File: src/hw/rtl/tri_pkg.sv
// ----------------------------------------------------------------------------
// tri_pkg
// Shared types and constants of the triangle edge rasterizer.
// ----------------------------------------------------------------------------
package tri_pkg;

	localparam int SHIFT_BITS  = 11;   // drawing offset width
	localparam int COL_BITS    = 10;   // frame-buffer column width
	localparam int ROW_BITS    = 9;    // frame-buffer row width
	localparam int ATTR_BITS   = 8;    // one colour / texture component
	localparam int NUM_ATTRS   = 5;    // red, green, blue, u, v
	localparam int NUM_CORNERS = 3;

	localparam int ATTR_RED   = 0;
	localparam int ATTR_GREEN = 1;
	localparam int ATTR_BLUE  = 2;
	localparam int ATTR_TEX_U = 3;
	localparam int ATTR_TEX_V = 4;

	typedef logic [NUM_ATTRS-1:0][ATTR_BITS-1:0] attr_t;

	typedef struct packed {
		logic        [COL_BITS-1:0]   left;
		logic        [COL_BITS-1:0]   right;
		logic        [ROW_BITS-1:0]   top;
		logic        [ROW_BITS-1:0]   bottom;
		logic signed [SHIFT_BITS-1:0] shift_x;
		logic signed [SHIFT_BITS-1:0] shift_y;
	} clip_cfg_t;

	typedef struct packed {
		logic [COL_BITS-1:0] min_col;
		logic [COL_BITS-1:0] max_col;
		logic [ROW_BITS-1:0] min_row;
		logic [ROW_BITS-1:0] max_row;
	} box_t;

endpackage

File: src/hw/rtl/tri_setup.sv
// ----------------------------------------------------------------------------
// tri_setup
// Triangle setup: offset corners, clipped box, area, start edge weights and steps.
// ----------------------------------------------------------------------------
module tri_setup #(
	parameter int COORD_BITS  = 11,
	parameter int WEIGHT_BITS = 48,
	localparam int CW = ((COORD_BITS > tri_pkg::SHIFT_BITS) ? COORD_BITS
		: tri_pkg::SHIFT_BITS) + 1,
	localparam int DW = CW + 1
) (
	input  logic                          clk,
	input  logic                          arst_n,
	input  logic                          start,
	input  logic signed [COORD_BITS-1:0]  cx [3],
	input  logic signed [COORD_BITS-1:0]  cy [3],
	input  tri_pkg::clip_cfg_t            cfg,
	output logic                          done,
	output logic signed [WEIGHT_BITS-1:0] area,
	output tri_pkg::box_t                 box,
	output logic signed [WEIGHT_BITS-1:0] row_w [3],
	output logic signed [DW-1:0]          dx [3],
	output logic signed [DW-1:0]          dy [3]
);
	import tri_pkg::*;

	localparam int PW = 2 * DW;
	localparam int WB = WEIGHT_BITS;

	typedef enum logic [2:0] {SU_IDLE, SU_SHIFT, SU_BOX, SU_MUL, SU_SUB} su_state_t;

	su_state_t           state_q;
	logic [1:0]          job_q;
	logic                done_q;
	logic signed [CW-1:0] sx_q [3];
	logic signed [CW-1:0] sy_q [3];
	box_t                box_q;
	logic signed [PW-1:0] prod1_q, prod2_q;
	logic signed [WB-1:0] area_q;
	logic signed [WB-1:0] row_w_q [3];
	logic signed [DW-1:0] dx_q [3];
	logic signed [DW-1:0] dy_q [3];

	logic signed [CW-1:0] ax, ay, bx, by, px, py;
	logic signed [CW-1:0] rax, ray, rbx, rby;
	logic signed [CW-1:0] mnx, mxx, mny, mxy;
	logic signed [DW-1:0] dbx, dby, dpx, dpy;
	logic signed [WB-1:0] edge_w;
	logic [1:0]           ej;
	logic                 swap;

	function automatic logic signed [CW-1:0] clamp_c(
		input logic signed [CW-1:0] v,
		input logic signed [CW-1:0] lo,
		input logic signed [CW-1:0] hi
	);
		logic signed [CW-1:0] r;
		r = v;
		if (v < lo)
			r = lo;
		else if (v > hi)
			r = hi;
		return r;
	endfunction

	function automatic logic signed [CW-1:0] min3(
		input logic signed [CW-1:0] a,
		input logic signed [CW-1:0] b,
		input logic signed [CW-1:0] c
	);
		logic signed [CW-1:0] m;
		m = a;
		if (b < m) m = b;
		if (c < m) m = c;
		return m;
	endfunction

	function automatic logic signed [CW-1:0] max3(
		input logic signed [CW-1:0] a,
		input logic signed [CW-1:0] b,
		input logic signed [CW-1:0] c
	);
		logic signed [CW-1:0] m;
		m = a;
		if (b > m) m = b;
		if (c > m) m = c;
		return m;
	endfunction

	assign mnx = min3(sx_q[0], sx_q[1], sx_q[2]);
	assign mxx = max3(sx_q[0], sx_q[1], sx_q[2]);
	assign mny = min3(sy_q[0], sy_q[1], sy_q[2]);
	assign mxy = max3(sy_q[0], sy_q[1], sy_q[2]);

	// clockwise triangles swap the roles of corners 0 and 1
	assign swap = area_q[WB-1];
	assign rax  = swap ? sx_q[1] : sx_q[0];
	assign ray  = swap ? sy_q[1] : sy_q[0];
	assign rbx  = swap ? sx_q[0] : sx_q[1];
	assign rby  = swap ? sy_q[0] : sy_q[1];

	always_comb begin
		px = signed'(CW'(box_q.min_col));
		py = signed'(CW'(box_q.min_row));
		case (job_q)
			2'd0: begin
				ax = sx_q[0]; ay = sy_q[0];
				bx = sx_q[1]; by = sy_q[1];
				px = sx_q[2]; py = sy_q[2];
			end
			2'd1: begin
				ax = rax; ay = ray;
				bx = rbx; by = rby;
			end
			2'd2: begin
				ax = rbx; ay = rby;
				bx = sx_q[2]; by = sy_q[2];
			end
			default: begin
				ax = sx_q[2]; ay = sy_q[2];
				bx = rax; by = ray;
			end
		endcase
	end

	assign dbx    = DW'(bx) - DW'(ax);
	assign dby    = DW'(by) - DW'(ay);
	assign dpx    = DW'(px) - DW'(ax);
	assign dpy    = DW'(py) - DW'(ay);
	assign edge_w = WB'(prod1_q) - WB'(prod2_q);
	assign ej     = job_q - 2'd1;

	always_ff @(posedge clk or negedge arst_n) begin
		if (!arst_n) begin
			state_q <= SU_IDLE;
			job_q   <= '0;
			done_q  <= 1'b0;
			area_q  <= '0;
			box_q   <= '0;
			prod1_q <= '0;
			prod2_q <= '0;
			for (int i = 0; i < NUM_CORNERS; i++) begin
				sx_q[i]    <= '0;
				sy_q[i]    <= '0;
				row_w_q[i] <= '0;
				dx_q[i]    <= '0;
				dy_q[i]    <= '0;
			end
		end else begin
			done_q <= (state_q == SU_SUB) && (job_q == 2'd3);
			case (state_q)
				SU_IDLE: begin
					if (start)
						state_q <= SU_SHIFT;
				end
				SU_SHIFT: begin
					for (int i = 0; i < NUM_CORNERS; i++) begin
						sx_q[i] <= CW'(cx[i]) + CW'(cfg.shift_x);
						sy_q[i] <= CW'(cy[i]) + CW'(cfg.shift_y);
					end
					state_q <= SU_BOX;
				end
				SU_BOX: begin
					box_q.min_col <= COL_BITS'(clamp_c(mnx, signed'(CW'(cfg.left)),
						signed'(CW'(cfg.right))));
					box_q.max_col <= COL_BITS'(clamp_c(mxx, signed'(CW'(cfg.left)),
						signed'(CW'(cfg.right))));
					box_q.min_row <= ROW_BITS'(clamp_c(mny, signed'(CW'(cfg.top)),
						signed'(CW'(cfg.bottom))));
					box_q.max_row <= ROW_BITS'(clamp_c(mxy, signed'(CW'(cfg.top)),
						signed'(CW'(cfg.bottom))));
					job_q   <= '0;
					state_q <= SU_MUL;
				end
				SU_MUL: begin
					prod1_q <= dbx * dpy;
					prod2_q <= dby * dpx;
					if (job_q != 2'd0) begin
						dx_q[ej] <= dbx;
						dy_q[ej] <= -dby;
					end
					state_q <= SU_SUB;
				end
				SU_SUB: begin
					if (job_q == 2'd0)
						area_q <= edge_w;
					else
						row_w_q[ej] <= edge_w;
					if (job_q == 2'd3) begin
						state_q <= SU_IDLE;
					end else begin
						job_q   <= job_q + 2'd1;
						state_q <= SU_MUL;
					end
				end
				default: state_q <= SU_IDLE;
			endcase
		end
	end

	assign done  = done_q;
	assign area  = area_q;
	assign box   = box_q;
	assign row_w = row_w_q;
	assign dx    = dx_q;
	assign dy    = dy_q;

endmodule

File: config.mk
export PLATFORM = sky130hd
export DESIGN_NAME = tri_setup
export DESIGN_NICKNAME = d
export VERILOG_FILES = /design/src/hw/rtl/tri_pkg.sv /design/src/hw/rtl/tri_setup.sv
export SDC_FILE = /design/constraint.sdc
export NUM_CORES = 2
export LEC_CHECK = 0
export ABC_AREA = 1
export CORE_MARGIN = 1
export CORE_UTILIZATION = 31
export DETAILED_ROUTE_END_ITERATION = 8
export DONT_BUFFER_PORTS = 1
export PLACE_DENSITY = 0.45
export SKIP_CTS_REPAIR_TIMING = 1
export SKIP_LAST_GASP = 1
export SYNTH_ARGS = -nofsm -noshare
export SYNTH_HDL_FRONTEND = slang
export SYNTH_SLANG_ARGS = --single-unit
File: constraint.sdc
create_clock -name clk -period 12.1 [get_ports clk]
set_input_delay 2.42 -clock clk [delete_from_list [all_inputs] [get_ports clk]]
set_output_delay 2.42 -clock clk [all_outputs]
set_load 0.02 [all_outputs]
==> impl_results.md <==
- Status: completed
- Synth area leaders: dfrtp_1, fa_1, ha_1
- Worst hold endpoint: prod2_q[18]
- Largest area contributor in the netlist: dfrtp_1
- Arrival @ worst endpoint: 10830 ps
- FILL cells: about 13000
- Mean area per synthesized cell: between 7 and 8 um^2
- Min cycle time layout: slightly above 10000 ps
- Final Cell Area: 0.0412 mm^2
- Sum Neg Setup Slack: 0 ps
- Fmax: 97.5 MHz
- CP required: approximately 13000 ps
- Seq/Total Area, Yosys: about 23%
- Max-slew headroom: roughly 16%
- Period utilisation layout: 84.8%
- R2R Setup Slk: approximately 1800 ps
- WS Path Type: reg2reg
- Total GRT Usage: 20.8%
- Commonest non-fill, non-tap cell in the layout: nand2_1
- First-pass GRT wire length: ~200000 um
- Final setup skew: roughly 50 ps
- Core Util, Final: about a third
- Final hold vios: 0
- Min-Delay Path Class: reg2reg
- Area grow syn2layout: 7.07%
- Clock sinks: about 350
- Final GP Congestion: 0.896
- Pin count of the biggest net entering global routing: between 300 and 400
- CTS tree: yes
- Detailed Route Iter0 Violations: approximately 2300
- Chip height: approximately 350 um
- Max-slew violations: 0
- Share of cells above drive strength 1: ~4.3%
- Later-pin clock latency in the skew report: 650 ps
- Final setup fails: 0
- Post-DP HPWL: approximately 100000 um
- Max-cap violations: 0
- Post-synth EDFFs: 0
- Crit end category: register
- Cell Area, Placed: slightly below 0.04 mm^2
- Root Buffer Master: clkbuf_16
- Remaining DRCs: 0
- Worst-path fanout max: 74
- Worst reg2reg startpoint: area[46]
- Vias in the first global route: approximately 32000
- Post-DR vias/cell: roughly 4.9
- Site Rows: around 130
- Post-Syn Area: roughly 0.039 mm^2
- R2R depth: 44
- Worst path slowest cell: dfrtp_4
- Top cell type's share of synthesized area: around 23%
- Initial DRT Pass Iterations: 5
- Mapped Nets: 5882
- Clock slew at reported path FFs: 60 ps
- Total CTS buffers: 46
- Initial antenna violation count: 9
- Drt total wl: ~130000 um
- Syn Inst Count: about 5000
- CP max stage delay: 850 ps
- Io pins: around 440
- H-tree Lvls: 2
- Core area: approximately 0.12 mm^2
- Yosys reg bits: 354
- Least-Margin Pin Slew: ~1300 ps
- Max Root-Sink Buffers: 3
- Die Width: 354 um
- Starting Density: between 30% and 40%
- Post-synth ARST share: between 90% and 100%
- GRT overflow: 0
- Antenna diode count: 0
- RSZ-0062 raised after global routing: no
- Post-synth top flop: dfrtp_1
- Worst Setup Start Kind: register
- Post-DRT Antenna Nets: 0
- Hold Path Cell Cnt: 2
- Yosys cell types: between 50 and 60
- WHS: 479 ps
- WL per Instance: approximately 20 um
- Nets: between 5000 and 6000
- Hold wc startpoint: prod2_q[18]
- Via Count: about 32000
- Die ar.: approximately 0.13 mm^2
- IO Port Bufs: 0
- FF-to-FF End: prod1_q[25]
- Yosys warns: 0
- Most frequent CP cell: nand2_1
- Most frequent cells in the layout: nand2_1, inv_1, o21ai_0, ha_1, dfrtp_1
==> layout make-up <==
type	instances	area [um^2]	area share (%)
clock inverters	22	313	0.759
multi-input cells	3653	25600	62.1
inverters	748	2810	6.81
well taps	1625	2030	4.93
clock buffers	61	1290	3.12
repair buffers	40	320	0.777
flip-flops and latches	354	8870	21.5
==> worst max path at each step <==
stage / from / endpoint / slack [ps]
after detailed placement: area[46] / prod1_q[25] / 1960
after global routing: area[46] / prod1_q[25] / 840
after floorplan: area[46] / prod1_q[25] / 2950
final: area[46] / prod1_q[25] / 1840
after global placement: area[46] / prod1_q[25] / 2110
after CTS: area[46] / prod1_q[25] / 1940
==> routing by layer <==
layer	wire (um)	up-vias	global-route usage [%]	share of wire, %
met4	2390	8	4.09	1.8
li1	-	15565	-	-
met5	50	-	0	0.038
met1	59900	15148	28.5	46
met3	9430	123	4.41	7.2
met2	58600	926	33.7	45
==> synthesized netlist by cell type (8+ instances only) <==
cell,count
nor2_1,307
a21oi_1,217
or2_2,26
dfrtp_1,354
inv_1,730
xor2_1,70
nand4_1,28
buf_2,16
nand3_1,146
ha_1,420
buf_1,11
clkinv_1,12
o21bai_1,15
o21ai_0,479
o22ai_1,16
o21ai_1,52
nor3_1,21
nand2_2,22
a22oi_1,21
clkbuf_1,126
xnor2_1,58
a211oi_1,8
nand2_1,1284
fa_1,336
buf_4,86
a31oi_1,31
o211ai_1,13
==> registers in the layout, summed over array words and instances, names as in the netlist <==
register	cells
prod1_q	26
sx_q	36
done	1
row_w	81
dy	39
dx	39
sy_q	36
area	27
job_q	2
prod2_q	26
box	38
state_q	3
==> logic make-up (layout without fill, tap and decap cells) <==
kind of cell               Yosys count  in the layout  share of synthesized area (%)
AOI/OAI and AO/OA                  908            908                           12.9
xor gates and xnor gates           128            128                           2.91
adders and majority gates          756            756                           31.1
buffers and inverters              990            871                           10.6
DFF                                354            354                           23.0
and+or+nand+nor                   1861           1861                           19.5
==> per-stage QoR <==
| stage | cells | setup WS (ps) |
|---|---|---|
| after floorplan | 4997 | 2950 |
| after global placement | 6420 | 2110 |
| after detailed placement | 6420 | 1960 |
| after CTS | 6503 | 1940 |
| after global routing | 6503 | 837 |
| final | 6503 | 1840 |
==> critical path, delay by kind of cell (launching register included) <==
family | cells | cell delay [ps]
buffers and inverters | 7 | 1500
flip-flops | 1 | 850
AND/OR/NAND/NOR | 14 | 1450
adder cells (fa/ha/maj) | 8 | 3290
AO/OA/AOI/OAI | 13 | 2250
XOR/XNOR | 2 | 820
Power is left out: the tool's default activity adds up to more than one toggle a clock period on the data nets, which glitch-free logic cannot reach.
