[src/hw/rtl/tri_pkg.sv]
// ----------------------------------------------------------------------------
// tri_pkg
// Shared types and constants of the triangle edge rasterizer.
// ----------------------------------------------------------------------------
package tri_pkg;

	localparam int SHIFT_BITS  = 11;   // drawing offset width
	localparam int COL_BITS    = 10;   // frame-buffer column width
	localparam int ROW_BITS    = 9;    // frame-buffer row width
	localparam int ATTR_BITS   = 8;    // one colour / texture component
	localparam int NUM_ATTRS   = 5;    // red, green, blue, u, v
	localparam int NUM_CORNERS = 3;

	localparam int ATTR_RED   = 0;
	localparam int ATTR_GREEN = 1;
	localparam int ATTR_BLUE  = 2;
	localparam int ATTR_TEX_U = 3;
	localparam int ATTR_TEX_V = 4;

	typedef logic [NUM_ATTRS-1:0][ATTR_BITS-1:0] attr_t;

	typedef struct packed {
		logic        [COL_BITS-1:0]   left;
		logic        [COL_BITS-1:0]   right;
		logic        [ROW_BITS-1:0]   top;
		logic        [ROW_BITS-1:0]   bottom;
		logic signed [SHIFT_BITS-1:0] shift_x;
		logic signed [SHIFT_BITS-1:0] shift_y;
	} clip_cfg_t;

	typedef struct packed {
		logic [COL_BITS-1:0] min_col;
		logic [COL_BITS-1:0] max_col;
		logic [ROW_BITS-1:0] min_row;
		logic [ROW_BITS-1:0] max_row;
	} box_t;

endpackage

[src/hw/rtl/tri_lane.sv]
// ----------------------------------------------------------------------------
// tri_lane
// One attribute lane: bit-serial weighted sum, then radix-2 division by area.
// ----------------------------------------------------------------------------
module tri_lane #(
	parameter int WEIGHT_BITS = 48
) (
	input  logic                           clk,
	input  logic                           arst_n,
	input  logic                           start,
	input  logic [tri_pkg::ATTR_BITS-1:0]  a0,
	input  logic [tri_pkg::ATTR_BITS-1:0]  a1,
	input  logic [tri_pkg::ATTR_BITS-1:0]  a2,
	input  logic [WEIGHT_BITS-1:0]         w0,
	input  logic [WEIGHT_BITS-1:0]         w1,
	input  logic [WEIGHT_BITS-1:0]         w2,
	input  logic [WEIGHT_BITS-1:0]         area,
	output logic [tri_pkg::ATTR_BITS-1:0]  quot,
	output logic                           done
);
	import tri_pkg::*;

	localparam int NW = WEIGHT_BITS + ATTR_BITS + 2;   // three weighted terms
	localparam int CB = $clog2(ATTR_BITS);
	localparam logic [CB-1:0] LAST_STEP = CB'(ATTR_BITS - 1);

	logic                  busy_q, div_q, done_q;
	logic [CB-1:0]         cnt_q;
	logic [ATTR_BITS-1:0]  a0_q, a1_q, a2_q, q_q;
	logic [WEIGHT_BITS-1:0] w0_q, w1_q, w2_q;
	logic [NW-1:0]         acc_q, d_q;

	logic [NW-1:0] mac_next;
	logic          ge;

	// MSB-first shift-add over the attribute bits
	assign mac_next = {acc_q[NW-2:0], 1'b0}
		+ NW'(a0_q[ATTR_BITS-1] ? w0_q : '0)
		+ NW'(a1_q[ATTR_BITS-1] ? w1_q : '0)
		+ NW'(a2_q[ATTR_BITS-1] ? w2_q : '0);
	assign ge = (acc_q >= d_q);

	always_ff @(posedge clk or negedge arst_n) begin
		if (!arst_n) begin
			busy_q <= 1'b0;
			div_q  <= 1'b0;
			done_q <= 1'b0;
			cnt_q  <= '0;
		end else begin
			done_q <= !start && busy_q && div_q && (cnt_q == LAST_STEP);
			if (start) begin
				busy_q <= 1'b1;
				div_q  <= 1'b0;
				cnt_q  <= '0;
			end else if (busy_q) begin
				cnt_q <= cnt_q + 1'b1;
				if (cnt_q == LAST_STEP) begin
					if (div_q)
						busy_q <= 1'b0;
					div_q <= 1'b1;
				end
			end
		end
	end

	always_ff @(posedge clk) begin
		if (start) begin
			a0_q  <= a0;
			a1_q  <= a1;
			a2_q  <= a2;
			w0_q  <= w0;
			w1_q  <= w1;
			w2_q  <= w2;
			acc_q <= '0;
		end else if (busy_q) begin
			if (!div_q) begin
				acc_q <= mac_next;
				a0_q  <= {a0_q[ATTR_BITS-2:0], 1'b0};
				a1_q  <= {a1_q[ATTR_BITS-2:0], 1'b0};
				a2_q  <= {a2_q[ATTR_BITS-2:0], 1'b0};
				if (cnt_q == LAST_STEP)
					d_q <= NW'(area) << (ATTR_BITS - 1);
			end else begin
				// restoring step, one quotient bit per cycle
				if (ge)
					acc_q <= acc_q - d_q;
				q_q <= {q_q[ATTR_BITS-2:0], ge};
				d_q <= d_q >> 1;
			end
		end
	end

	assign quot = q_q;
	assign done = done_q;

endmodule

[config.mk]
export PLATFORM = sky130hd
export DESIGN_NAME = tri_lane
export DESIGN_NICKNAME = d
export VERILOG_FILES = /design/src/hw/rtl/tri_pkg.sv /design/src/hw/rtl/tri_lane.sv
export SDC_FILE = /design/constraint.sdc
export NUM_CORES = 1
export LEC_CHECK = 0
export ABC_AREA = 0
export BUFFER_PORTS_ARGS = -buffer_cell sky130_fd_sc_hd__clkbuf_2
export CORE_MARGIN = 2
export CORE_UTILIZATION = 25
export CTS_CLUSTER_SIZE = 10
export DETAILED_ROUTE_END_ITERATION = 10
export HOLD_SLACK_MARGIN = 0.15
export PLACE_DENSITY = 0.39
export SLEW_MARGIN = 40
export SYNTH_ARGS = -nofsm -noshare
export SYNTH_HDL_FRONTEND = slang
export SYNTH_SLANG_ARGS = --single-unit
export TNS_END_PERCENT = 50
[constraint.sdc]
create_clock -name clk -period 5.9 [get_ports clk]
set_input_delay 0 -clock clk [delete_from_list [all_inputs] [get_ports clk]]
set_output_delay 0 -clock clk [all_outputs]
set_load 0.05 [all_outputs]
==> results.ini, run 1 <==
[outcome]
status = finished clean

[floorplanning]
die_w_um = 288
io_pins = 228
die-area_um2 = 83200
core.rowCount = 104
fp.dieH_um = 288
initial_core_util_pct = 25.2
coreArea_um2 = 80300

[pwr]
combPwrFrac_pct = 56.0
p_int_uw = 6600
clockPowerShare_pct = 20.6
switching_share_pct = 43.5
power.density_nw_per_um2 = 428
ir_drop_mv = 0.223
switchingPower_uw = 5080
cellLeakagePower_uw = 0.0115
sequentialPowerShare_pct = 23.4
total_power_uw = 11700

[synthesis]
synth_area_um2 = 20200
ys_warn_count = 0
syn_inst = 2030
ys.flop_type = edfxtp_1
async_flop_share_pct = 2.03
synth-seq-area-share_pct = 40.8
syn_nets = 2452
synth-edff-count = 231
ys_ff_latch = 295
synth_area_per_cell_um2 = 9.96
synth.distinct_cells = 90

[global_routing]
grt_pass1_vias = 17900
antenna_found_initial = 1
grt_usage_pct = 15.3
grt_pass1_wl_mm = 99.4
grt_max_degree = 92
grt-ovfl-total = 0

[setup_path]
rrSetupSlack_ns = 0.31
path_class = reg2reg
crit_path_start_kind = flop
required_ns = 6.41
end_kind = flop
crit_start = a0_q[7]$_DFFE_PP_
worst-endpoint-arrival_ns = 6.10
r2r_cells = 17
r2r-start = a0_q[7]$_DFFE_PP_
cp_max_fo = 31
crit_end = acc_q[57]$_SDFFE_PP0P_
reg2reg_to = acc_q[57]$_SDFFE_PP0P_

[sta]
fmax_mhz = 179
finClkSkew_ns = 0.0322
setup_violations = 0
slew_viol_final = 0
worst_pin_slew_ns = 0.821
whs_ns = 0.184
hold_violations = 0
rsz0062_at_grt = no
tns_ns = 0
timing.slew.headroom_pct = 44.8
period_share_pct = 94.7
finalCriticalPeriod_ns = 5.59

[clock_tree]
insertion_delay_ns = 0.59
cts_made_buffers = 41
cts_htree_levels = 2
cts_buffer_depth = 3
cts_tree = done
clock_sinks = 295
clock_tree.root_cell = clkbuf_16
cts.clk_slew.worst_paths_ns = 0.05

[routing]
route.detailed.drc = 0
wire_per_inst_um = 17.4
firstDrtPassIters = 5
wl_mm = 63.7
initialDrtViolationCount = 817
final_antenna_net_count = 0
avgViaCountPerCell = 4.57
num_vias = 16800

[place]
routabilityCongestion = 0.842
dp_hpwl_mm = 48.5
portBuffers = 227
placed_area_um2 = 22500
dp_cells = 3240

[job]
drv_cap = 0

[finish]
fin_cells = 3665
nNetsFinal = 3000
drive_gt1_share_pct = 15.7
final_common_cell = dlygate4sd3_1
antenna_cells = 0
final_cell_mix = dlygate4sd3_1 (355), nand2_1 (251), edfxtp_1 (231)
finalInstanceArea_um2 = 27300
area_growth_pct = 34.9

[min_path]
min_delay_path_depth = 2
hold_class = in2reg

## worst max-delay path: stages, from the launching register on
cell and delay (ns):
edfxtp_1 0.74, buf_4 0.46, nand2_1 0.12, fa_1 0.47, fa_1 0.51, inv_1 0.05
ha_1 0.38, a2111oi_0 0.62, o221ai_1 0.24, nand2_1 0.19, nand2_1 0.07, o31ai_1 0.71
o21ai_1 0.13, buf_4 0.18, nand4_1 0.10, xnor2_1 0.07, a211oi_1 0.23, o311a_1 0.19
## logic make-up (layout without fill, tap and decap cells)
| group | count (synthesis) | in the layout | share of synthesized area, % |
|---|---|---|---|
| AO/OA/AOI/OAI | 493 | 493 | 16.0 |
| buffers and inverters | 321 | 896 | 6.29 |
| adder cells (fa/ha/maj) | 203 | 203 | 16.2 |
| AND/OR/NAND/NOR | 538 | 538 | 12.1 |
| XOR/XNOR | 100 | 100 | 4.33 |
| multiplexers | 80 | 80 | 4.38 |
| flip-flops | 295 | 295 | 40.8 |
## final cells by class
| cell class | count | area [µm²] |
|---|---|---|
| clock buffers | 46 | 1040 |
| clock inverters | 24 | 233 |
| fillers | 8255 | 53000 |
| inverters | 227 | 852 |
| multi-input cells | 1414 | 10700 |
| flip-flops and latches | 295 | 8250 |
| well taps | 1060 | 1330 |
| repair buffers | 599 | 4850 |
## power by group through the flow
| stage | combinational, µW | sequential (µW) | clock (µW) |
|---|---|---|---|
| 2_1_floorplan | 4800 | 2660 | 0 |
| 3_3_place_gp | 6330 | 2790 | 0 |
| 3_5_place_dp | 6320 | 2780 | 0 |
| 4_1_cts | 6560 | 2740 | 2520 |
| 5_1_grt | 7310 | 2760 | 2590 |
| 6_report | 6530 | 2730 | 2410 |
## what timing repair did
action | in CTS | in global routing
hold endpoints to repair | 271 | 1
setup buffers | 0 | 0
hold buffers | 354 | 1
resized for setup | 0 | 0
## routing by layer
layer  part of all wire, %  up-vias  track usage [%]
met4                   2.3        0             4.20
met3                   3.6       82             2.16
met2                    48      301             26.0
li1                      -     8234                -
met5                     0        -                0
met1                    46     8137             20.3
## synthesized netlist by cell type (8+ instances only)
cell type	count	area [µm²]
nand2_1	251	942
edfxtp_1	231	6940
inv_1	227	852
a21oi_1	163	816
nor2_1	123	462
ha_1	106	1330
fa_1	97	1940
o21ai_0	87	435
mux2_2	68	766
xnor2_1	59	517
dfxtp_1	58	1160
clkbuf_1	45	169
a211oi_1	44	330
a21o_1	41	308
xor2_1	41	359
nand4_1	31	194
buf_2	30	150
nand3_1	20	100
and2_1	19	119
nor3_1	19	95.1
o21bai_1	18	135
a31oi_1	17	106
and3_1	16	100
o211ai_1	16	120
nor2b_1	14	87.6
o21a_1	14	105
mux2i_1	12	120
buf_1	11	41.3
nor4_1	10	62.6
o21ai_1	9	45.0
o31ai_1	8	60.1
## how the worst min path moves through the flow
stage / startpoint / endpoint / slack (ns)
global placement: arst_n / done$_DFF_PN0_ / -0.13
CTS: w0[27] / w0_q[27]$_DFFE_PP_ / 0.15
finish: w1[46] / w1_q[46]$_DFFE_PP_ / 0.18
global route: w2[27] / w2_q[27]$_DFFE_PP_ / 0.16
floorplan: arst_n / busy_q$_DFF_PN0_ / -0.30
detailed placement: arst_n / done$_DFF_PN0_ / -0.13
## metrics by stage
stage	setup slack [ns]	util [%]
after CTS	0.356	34.0
after global placement	0.501	28.0
final	0.312	34.0
after floorplan	0.699	-
after detailed placement	0.453	28.0
after global routing	0.0243	34.0
## flip-flops by register name, indices dropped and copies added (netlist names)
| signal | count |
|---|---|
| a0_q | 8 |
| a1_q | 8 |
| a2_q | 8 |
| acc_q | 58 |
| busy_q | 1 |
| cnt_q | 3 |
| d_q | 55 |
| div_q | 1 |
| done | 1 |
| quot | 8 |
| w0_q | 48 |
| w1_q | 48 |
| w2_q | 48 |
No activity file was read; power rests on OpenSTA's default activity.
==> run 2: changes to the inputs <==
--- a/config.mk
+++ b/config.mk
@@ -8,11 +8,11 @@
 export ABC_AREA = 0
 export BUFFER_PORTS_ARGS = -buffer_cell sky130_fd_sc_hd__clkbuf_2
 export CORE_MARGIN = 2
-export CORE_UTILIZATION = 25
+export CORE_UTILIZATION = 60
 export CTS_CLUSTER_SIZE = 10
 export DETAILED_ROUTE_END_ITERATION = 10
 export HOLD_SLACK_MARGIN = 0.15
-export PLACE_DENSITY = 0.39
+export PLACE_DENSITY = 0.79
 export SLEW_MARGIN = 40
 export SYNTH_ARGS = -nofsm -noshare
 export SYNTH_HDL_FRONTEND = slang
==> run 2 against run 1 <==
Net effect: sequential power barely moved; clock power down 15%; combinational power up 1%; cell count down 21%; critical path depth stayed put; worst hold slack lost 0.012 ns; worst setup slack improved by 0.27 ns; critical path type unchanged.
==> results.ini, run 2 (synthesized netlist as in run 1, its figures left out) <==
[setup_path]
r2r_cells = 17
cp_cell_sequence = buf_4 -> buf_4 -> nand2_1 -> fa_1 -> fa_1 -> inv_1 -> ha_1 -> a21oi_1 -> o21ai_0 -> a221oi_1 -> o41ai_1 -> o31ai_1 -> o21ai_1 -> nand4_1 -> xnor2_1 -> a211oi_1 -> o311a_1
crit_path_start_kind = flop
end_kind = flop
crit_start = a0_q[7]$_DFFE_PP_
required_ns = 6.37
crit_buf_inv = 3
worst-endpoint-arrival_ns = 5.79
cp_top_family = compound AO/OA/AOI/OAI gates
r2r-start = a0_q[7]$_DFFE_PP_
crit_cells = 17
slowest_stage = edfxtp_1
path_class = reg2reg
crit_end = acc_q[57]$_SDFFE_PP0P_
cp_max_fo = 29
reg2reg_to = acc_q[57]$_SDFFE_PP0P_
rrSetupSlack_ns = 0.58
worst_path_largest_cell_delay_ns = 0.71

[finish]
fin_cells = 2907
reg_top3 = acc_q x58, d_q x55
final_common_cell = nand2_1
largest-register = acc_q
largest_reg_flops = 58
finalInstanceArea_um2 = 24900
area_growth_pct = 23.2
drive_gt1_share_pct = 16.1
final_cell_mix = nand2_1 (250), edfxtp_1 (231), inv_1 (226), clkbuf_2 (226), dlygate4sd3_1 (219)
nNetsFinal = 2856

[routing]
route.detailed.drc = 0
initialDrtViolationCount = 1733
wl_mm = 60.3
num_vias = 17200
avgViaCountPerCell = 5.93
wire_per_inst_um = 20.8
firstDrtPassIters = 5
final_antenna_net_count = 0

[place]
placed_area_um2 = 21700
place_ws_ns = 0.663
dp_cells = 2624
dp_hpwl_mm = 39.2
portBuffers = 227
routabilityCongestion = 0.936

[pwr]
clockPowerShare_pct = 18.0
total_power_uw = 11400
sequentialPowerShare_pct = 24.0
power.density_nw_per_um2 = 457
combPwrFrac_pct = 58.0
cellLeakagePower_uw = 0.0108
p_int_uw = 6320
switchingPower_uw = 5070
switching_share_pct = 44.5
ir_drop_mv = 0.264

[clock_tree]
insertion_delay_ns = 0.54
cts_htree_levels = 2
clock_tree.root_cell = clkbuf_16
cts_tree = done
cts_buffer_depth = 3
cts_made_buffers = 37
post_cts_buffers = 0
cts.clk_slew.worst_paths_ns = 0.06
clock_sinks = 295

[sta]
slew_viol_final = 0
hold_violations = 0
timing.slew.headroom_pct = 41.8
fmax_mhz = 188
period_share_pct = 90.2
finalCriticalPeriod_ns = 5.32
setup_slack_ns = 0.579
finClkSkew_ns = 0.0163
setup_violations = 0
worst_pin_slew_ns = 0.864
rsz0062_at_grt = no
tns_ns = 0

[global_routing]
grt_pass1_wl_mm = 93.9
grt_pass1_vias = 17700
grt_max_degree = 133
grt-ovfl-total = 0
grt_usage_pct = 34.0
antenna_found_initial = 2

[job]
drv_cap = 0

[floorplanning]
coreArea_um2 = 33400
die-area_um2 = 35200
io_pins = 228
initial_core_util_pct = 60.6
fp.dieH_um = 188
die_w_um = 188
core.rowCount = 67

[min_path]
hold_class = in2reg
hold_start = w2[23]

[outcome]
status = finished clean

[run 2: cell types whose count changed in the layout (fill, tap and decap cells not counted), sizes merged]
cell / before / now
buf: 17 / 13
dlygate4sd3: 355 / 219
clkinv: 15 / 6
bufinv: 3 / 0
clkinvlp: 3 / 0
clkbuf: 273 / 281
diode: 0 / 1
[run 2: routing by layer]
metal	up-vias	part of all wire [%]	GRT usage [%]
li1	7936	-	-
met1	8294	40	44.8
met2	869	48	57.2
met3	144	8.1	5.88
met4	0	3.1	11.7
met5	-	0	0
[run 2: final cells by class]
type	instances	area, µm²
multi-input cells	1414	10700
fillers	2292	8450
flip-flops and latches	295	8250
repair buffers	459	3460
clock buffers	54	990
inverters	227	852
well taps	448	561
clock inverters	9	63.8
diodes	1	2.50
[run 2: worst reg2reg max path: stages, from the launching register on]
cell	delay [ns]
edfxtp_1	0.71
buf_4	0.47
buf_4	0.26
nand2_1	0.09
fa_1	0.50
fa_1	0.50
inv_1	0.05
ha_1	0.42
a21oi_1	0.10
o21ai_0	0.33
a221oi_1	0.17
o41ai_1	0.39
o31ai_1	0.21
o21ai_1	0.33
nand4_1	0.16
xnor2_1	0.15
a211oi_1	0.24
o311a_1	0.19
[run 2: stage by stage]
| step | hold slack, ns | util (%) |
|---|---|---|
| 6_report | 0.171 | 74.7 |
| 5_1_grt | 0.172 | 74.7 |
| 4_1_cts | 0.159 | 74.7 |
| 3_5_place_dp | -0.162 | 64.9 |
| 3_3_place_gp | -0.167 | 64.9 |
| 2_1_floorplan | -0.296 | - |
[run 2: worst min path at each step]
stage	end	slack, ns	cells after the start
after global placement	done$_DFF_PN0_	-0.17	1
final	w2_q[23]$_DFFE_PP_	0.17	2
after floorplan	busy_q$_DFF_PN0_	-0.30	0
after CTS	w2_q[16]$_DFFE_PP_	0.16	2
after global routing	w2_q[44]$_DFFE_PP_	0.17	2
after detailed placement	done$_DFF_PN0_	-0.16	1
[run 2: power groups by stage]
stage / combinational [µW] / clock [µW] / sequential (µW)
final: 6610 / 2050 / 2740
after global routing: 7260 / 2150 / 2760
after CTS: 6390 / 2050 / 2720
after detailed placement: 6210 / 0 / 2760
after global placement: 6090 / 0 / 2760
after floorplan: 4800 / 0 / 2660
[run 2: what timing repair did]
action | 4_1_cts | 5_1_grt
hold buffers | 219 | 0
gates resized for setup | 0 | 0
hold endpoints to repair | 261 | 0
setup endpoints to repair | 0 | 0
==> run 3: changes to the inputs <==
--- a/config.mk
+++ b/config.mk
@@ -7,6 +7,7 @@
 export LEC_CHECK = 0
 export ABC_AREA = 0
 export BUFFER_PORTS_ARGS = -buffer_cell sky130_fd_sc_hd__clkbuf_2
+export CORE_ASPECT_RATIO = 2
 export CORE_MARGIN = 2
 export CORE_UTILIZATION = 60
 export CTS_CLUSTER_SIZE = 10
==> run 3 against run 2 <==
Net effect: core utilization is 0.074 points lower; largest cell class unchanged; largest power group unchanged; first-iteration DRC count is 34% lower; sequential power hardly changed; critical path type unchanged; cell area hardly changed; wire length is 4.3% higher.
==> results.ini, run 3 (synthesized netlist as in run 1, its figures left out) <==
[clock_tree]
clock_sinks = 295
cts_htree_levels = 2
cts.clk_slew.worst_paths_ns = 0.06
post_cts_resized = 0
cts_tree = done
insertion_delay_ns = 0.56
cts_made_buffers = 36
clock_tree.root_cell = clkbuf_16
cts_buffer_depth = 3

[pwr]
ir_drop_mv = 0.325
power.density_nw_per_um2 = 462
cellLeakagePower_uw = 0.0108

[sta]
worst_pin_slew_ns = 0.903
rsz0062_at_grt = no
fmax_mhz = 192
setup_slack_ns = 0.697
timing.slew.headroom_pct = 39.7
setup_violations = 0
finClkSkew_ns = 0.0316
slew_viol_final = 0
finalCriticalPeriod_ns = 5.20
hold_violations = 0
period_share_pct = 88.2
tns_ns = 0

[global_routing]
grt_pass1_wl_mm = 98.0
antenna_found_initial = 1
grt_pass1_vias = 18900
grt-ovfl-total = 0
grt_max_degree = 121
grt_usage_pct = 36.1

[finish]
largest-register = acc_q
utilization_pct = 74.6
drive_gt1_share_pct = 16.0
reg_top3 = acc_q x58, d_q x55
final_common_cell = nand2_1
nNetsFinal = 2857
largest_reg_flops = 58
area_growth_pct = 23.2
final_cell_mix = nand2_1 (250), edfxtp_1 (231), inv_1 (227)

[place]
place_ws_ns = 0.761
dp_hpwl_mm = 43.6
routabilityCongestion = 1.01
portBuffers = 227

[routing]
route.detailed.drc = 0
final_antenna_net_count = 0
firstDrtPassIters = 8
wire_per_inst_um = 21.7
num_vias = 17400
avgViaCountPerCell = 6.03
wl_mm = 62.9
initialDrtViolationCount = 1150

[floorplanning]
initial_core_util_pct = 60.5
fp.dieH_um = 264
coreArea_um2 = 33400
die-area_um2 = 35300
die_w_um = 134
io_pins = 228
core.rowCount = 95

[setup_path]
path_class = reg2reg
required_ns = 6.38
r2r-start = a0_q[7]$_DFFE_PP_
worst-endpoint-arrival_ns = 5.68
crit_path_start_kind = flop
cp_max_fo = 26
reg2reg_to = acc_q[57]$_SDFFE_PP0P_
rrSetupSlack_ns = 0.70
r2r_cells = 17
end_kind = flop

[min_path]
min_delay_path_depth = 2
hold_start = w1[22]
hold_class = in2reg
min_to = w1_q[22]$_DFFE_PP_

[outcome]
status = finished clean

[job]
drv_cap = 0

## run 3: layout make-up
| cell class | instances | area [µm²] |
|---|---|---|
| timing repair buffer | 461 | 3470 |
| inverter | 227 | 852 |
| tap | 436 | 546 |
| sequential | 295 | 8250 |
| clock inverter | 4 | 32.5 |
| antenna | 1 | 2.50 |
| fill | 2301 | 8490 |
| clock buffer | 57 | 1030 |
| multi-input combinational | 1414 | 10700 |
## run 3: routing by layer
| layer | share of wire, % | routed length (µm) | track usage, % | vias up |
|---|---|---|---|---|
| li1 | - | - | - | 7941 |
| met1 | 32 | 20000 | 34.9 | 8363 |
| met2 | 53 | 33500 | 66.4 | 822 |
| met3 | 5.4 | 3380 | 5.08 | 319 |
| met4 | 9.6 | 6050 | 29.3 | 0 |
| met5 | 0 | 0 | 0 | - |
## run 3: worst max-delay path by stage
stage | cells after the start | startpoint | to
final | 17 | a0_q[7]$_DFFE_PP_ | acc_q[57]$_SDFFE_PP0P_
after global routing | 17 | a0_q[7]$_DFFE_PP_ | acc_q[57]$_SDFFE_PP0P_
after CTS | 18 | a1_q[7]$_DFFE_PP_ | acc_q[57]$_SDFFE_PP0P_
after detailed placement | 18 | a1_q[7]$_DFFE_PP_ | acc_q[57]$_SDFFE_PP0P_
after global placement | 18 | a1_q[7]$_DFFE_PP_ | acc_q[57]$_SDFFE_PP0P_
after floorplan | 5 | div_q$_DFFE_PN0P_ | d_q[0]$_SDFFCE_PN0P_
## run 3: what timing repair did
action,in CTS,in global routing
setup buffers,0,0
hold buffers,219,0
endpoints found under the hold margin,256,0
## run 3: where the power goes
part | internal, µW | leakage (µW) | switching [µW]
Combinational | 2620 | 0.00752 | 4040
Sequential | 2520 | 0.00279 | 242
Clock | 1200 | 0.000511 | 903
Total | 6340 | 0.0108 | 5180
## run 3: critical path, stage by stage, from the launching register on
cell and delay [ns]:
edfxtp_1 0.67, buf_4 0.40, nand2_1 0.13, fa_1 0.46, fa_1 0.50, inv_1 0.05, ha_1 0.44, a21oi_1 0.13
o21ai_0 0.43, a221oi_1 0.15, o41ai_1 0.45, o31ai_1 0.15, buf_4 0.18, o21ai_1 0.22, nand4_1 0.16, xnor2_1 0.15
a211oi_1 0.24, o311a_1 0.19
## run 3: stage by stage
| step | std cells | instance area [µm²] | total power, µW | hold slack [ns] |
|---|---|---|---|---|
| global route | 2895 | 24900 | 12300 | 0.169 |
| finish | 2895 | 24900 | 11500 | 0.159 |
| detailed placement | 2614 | 21600 | 9090 | -0.166 |
| global placement | 2614 | 21600 | 9000 | -0.168 |
| CTS | 2894 | 24900 | 11300 | 0.153 |
| floorplan | 2030 | 20200 | 7470 | -0.296 |
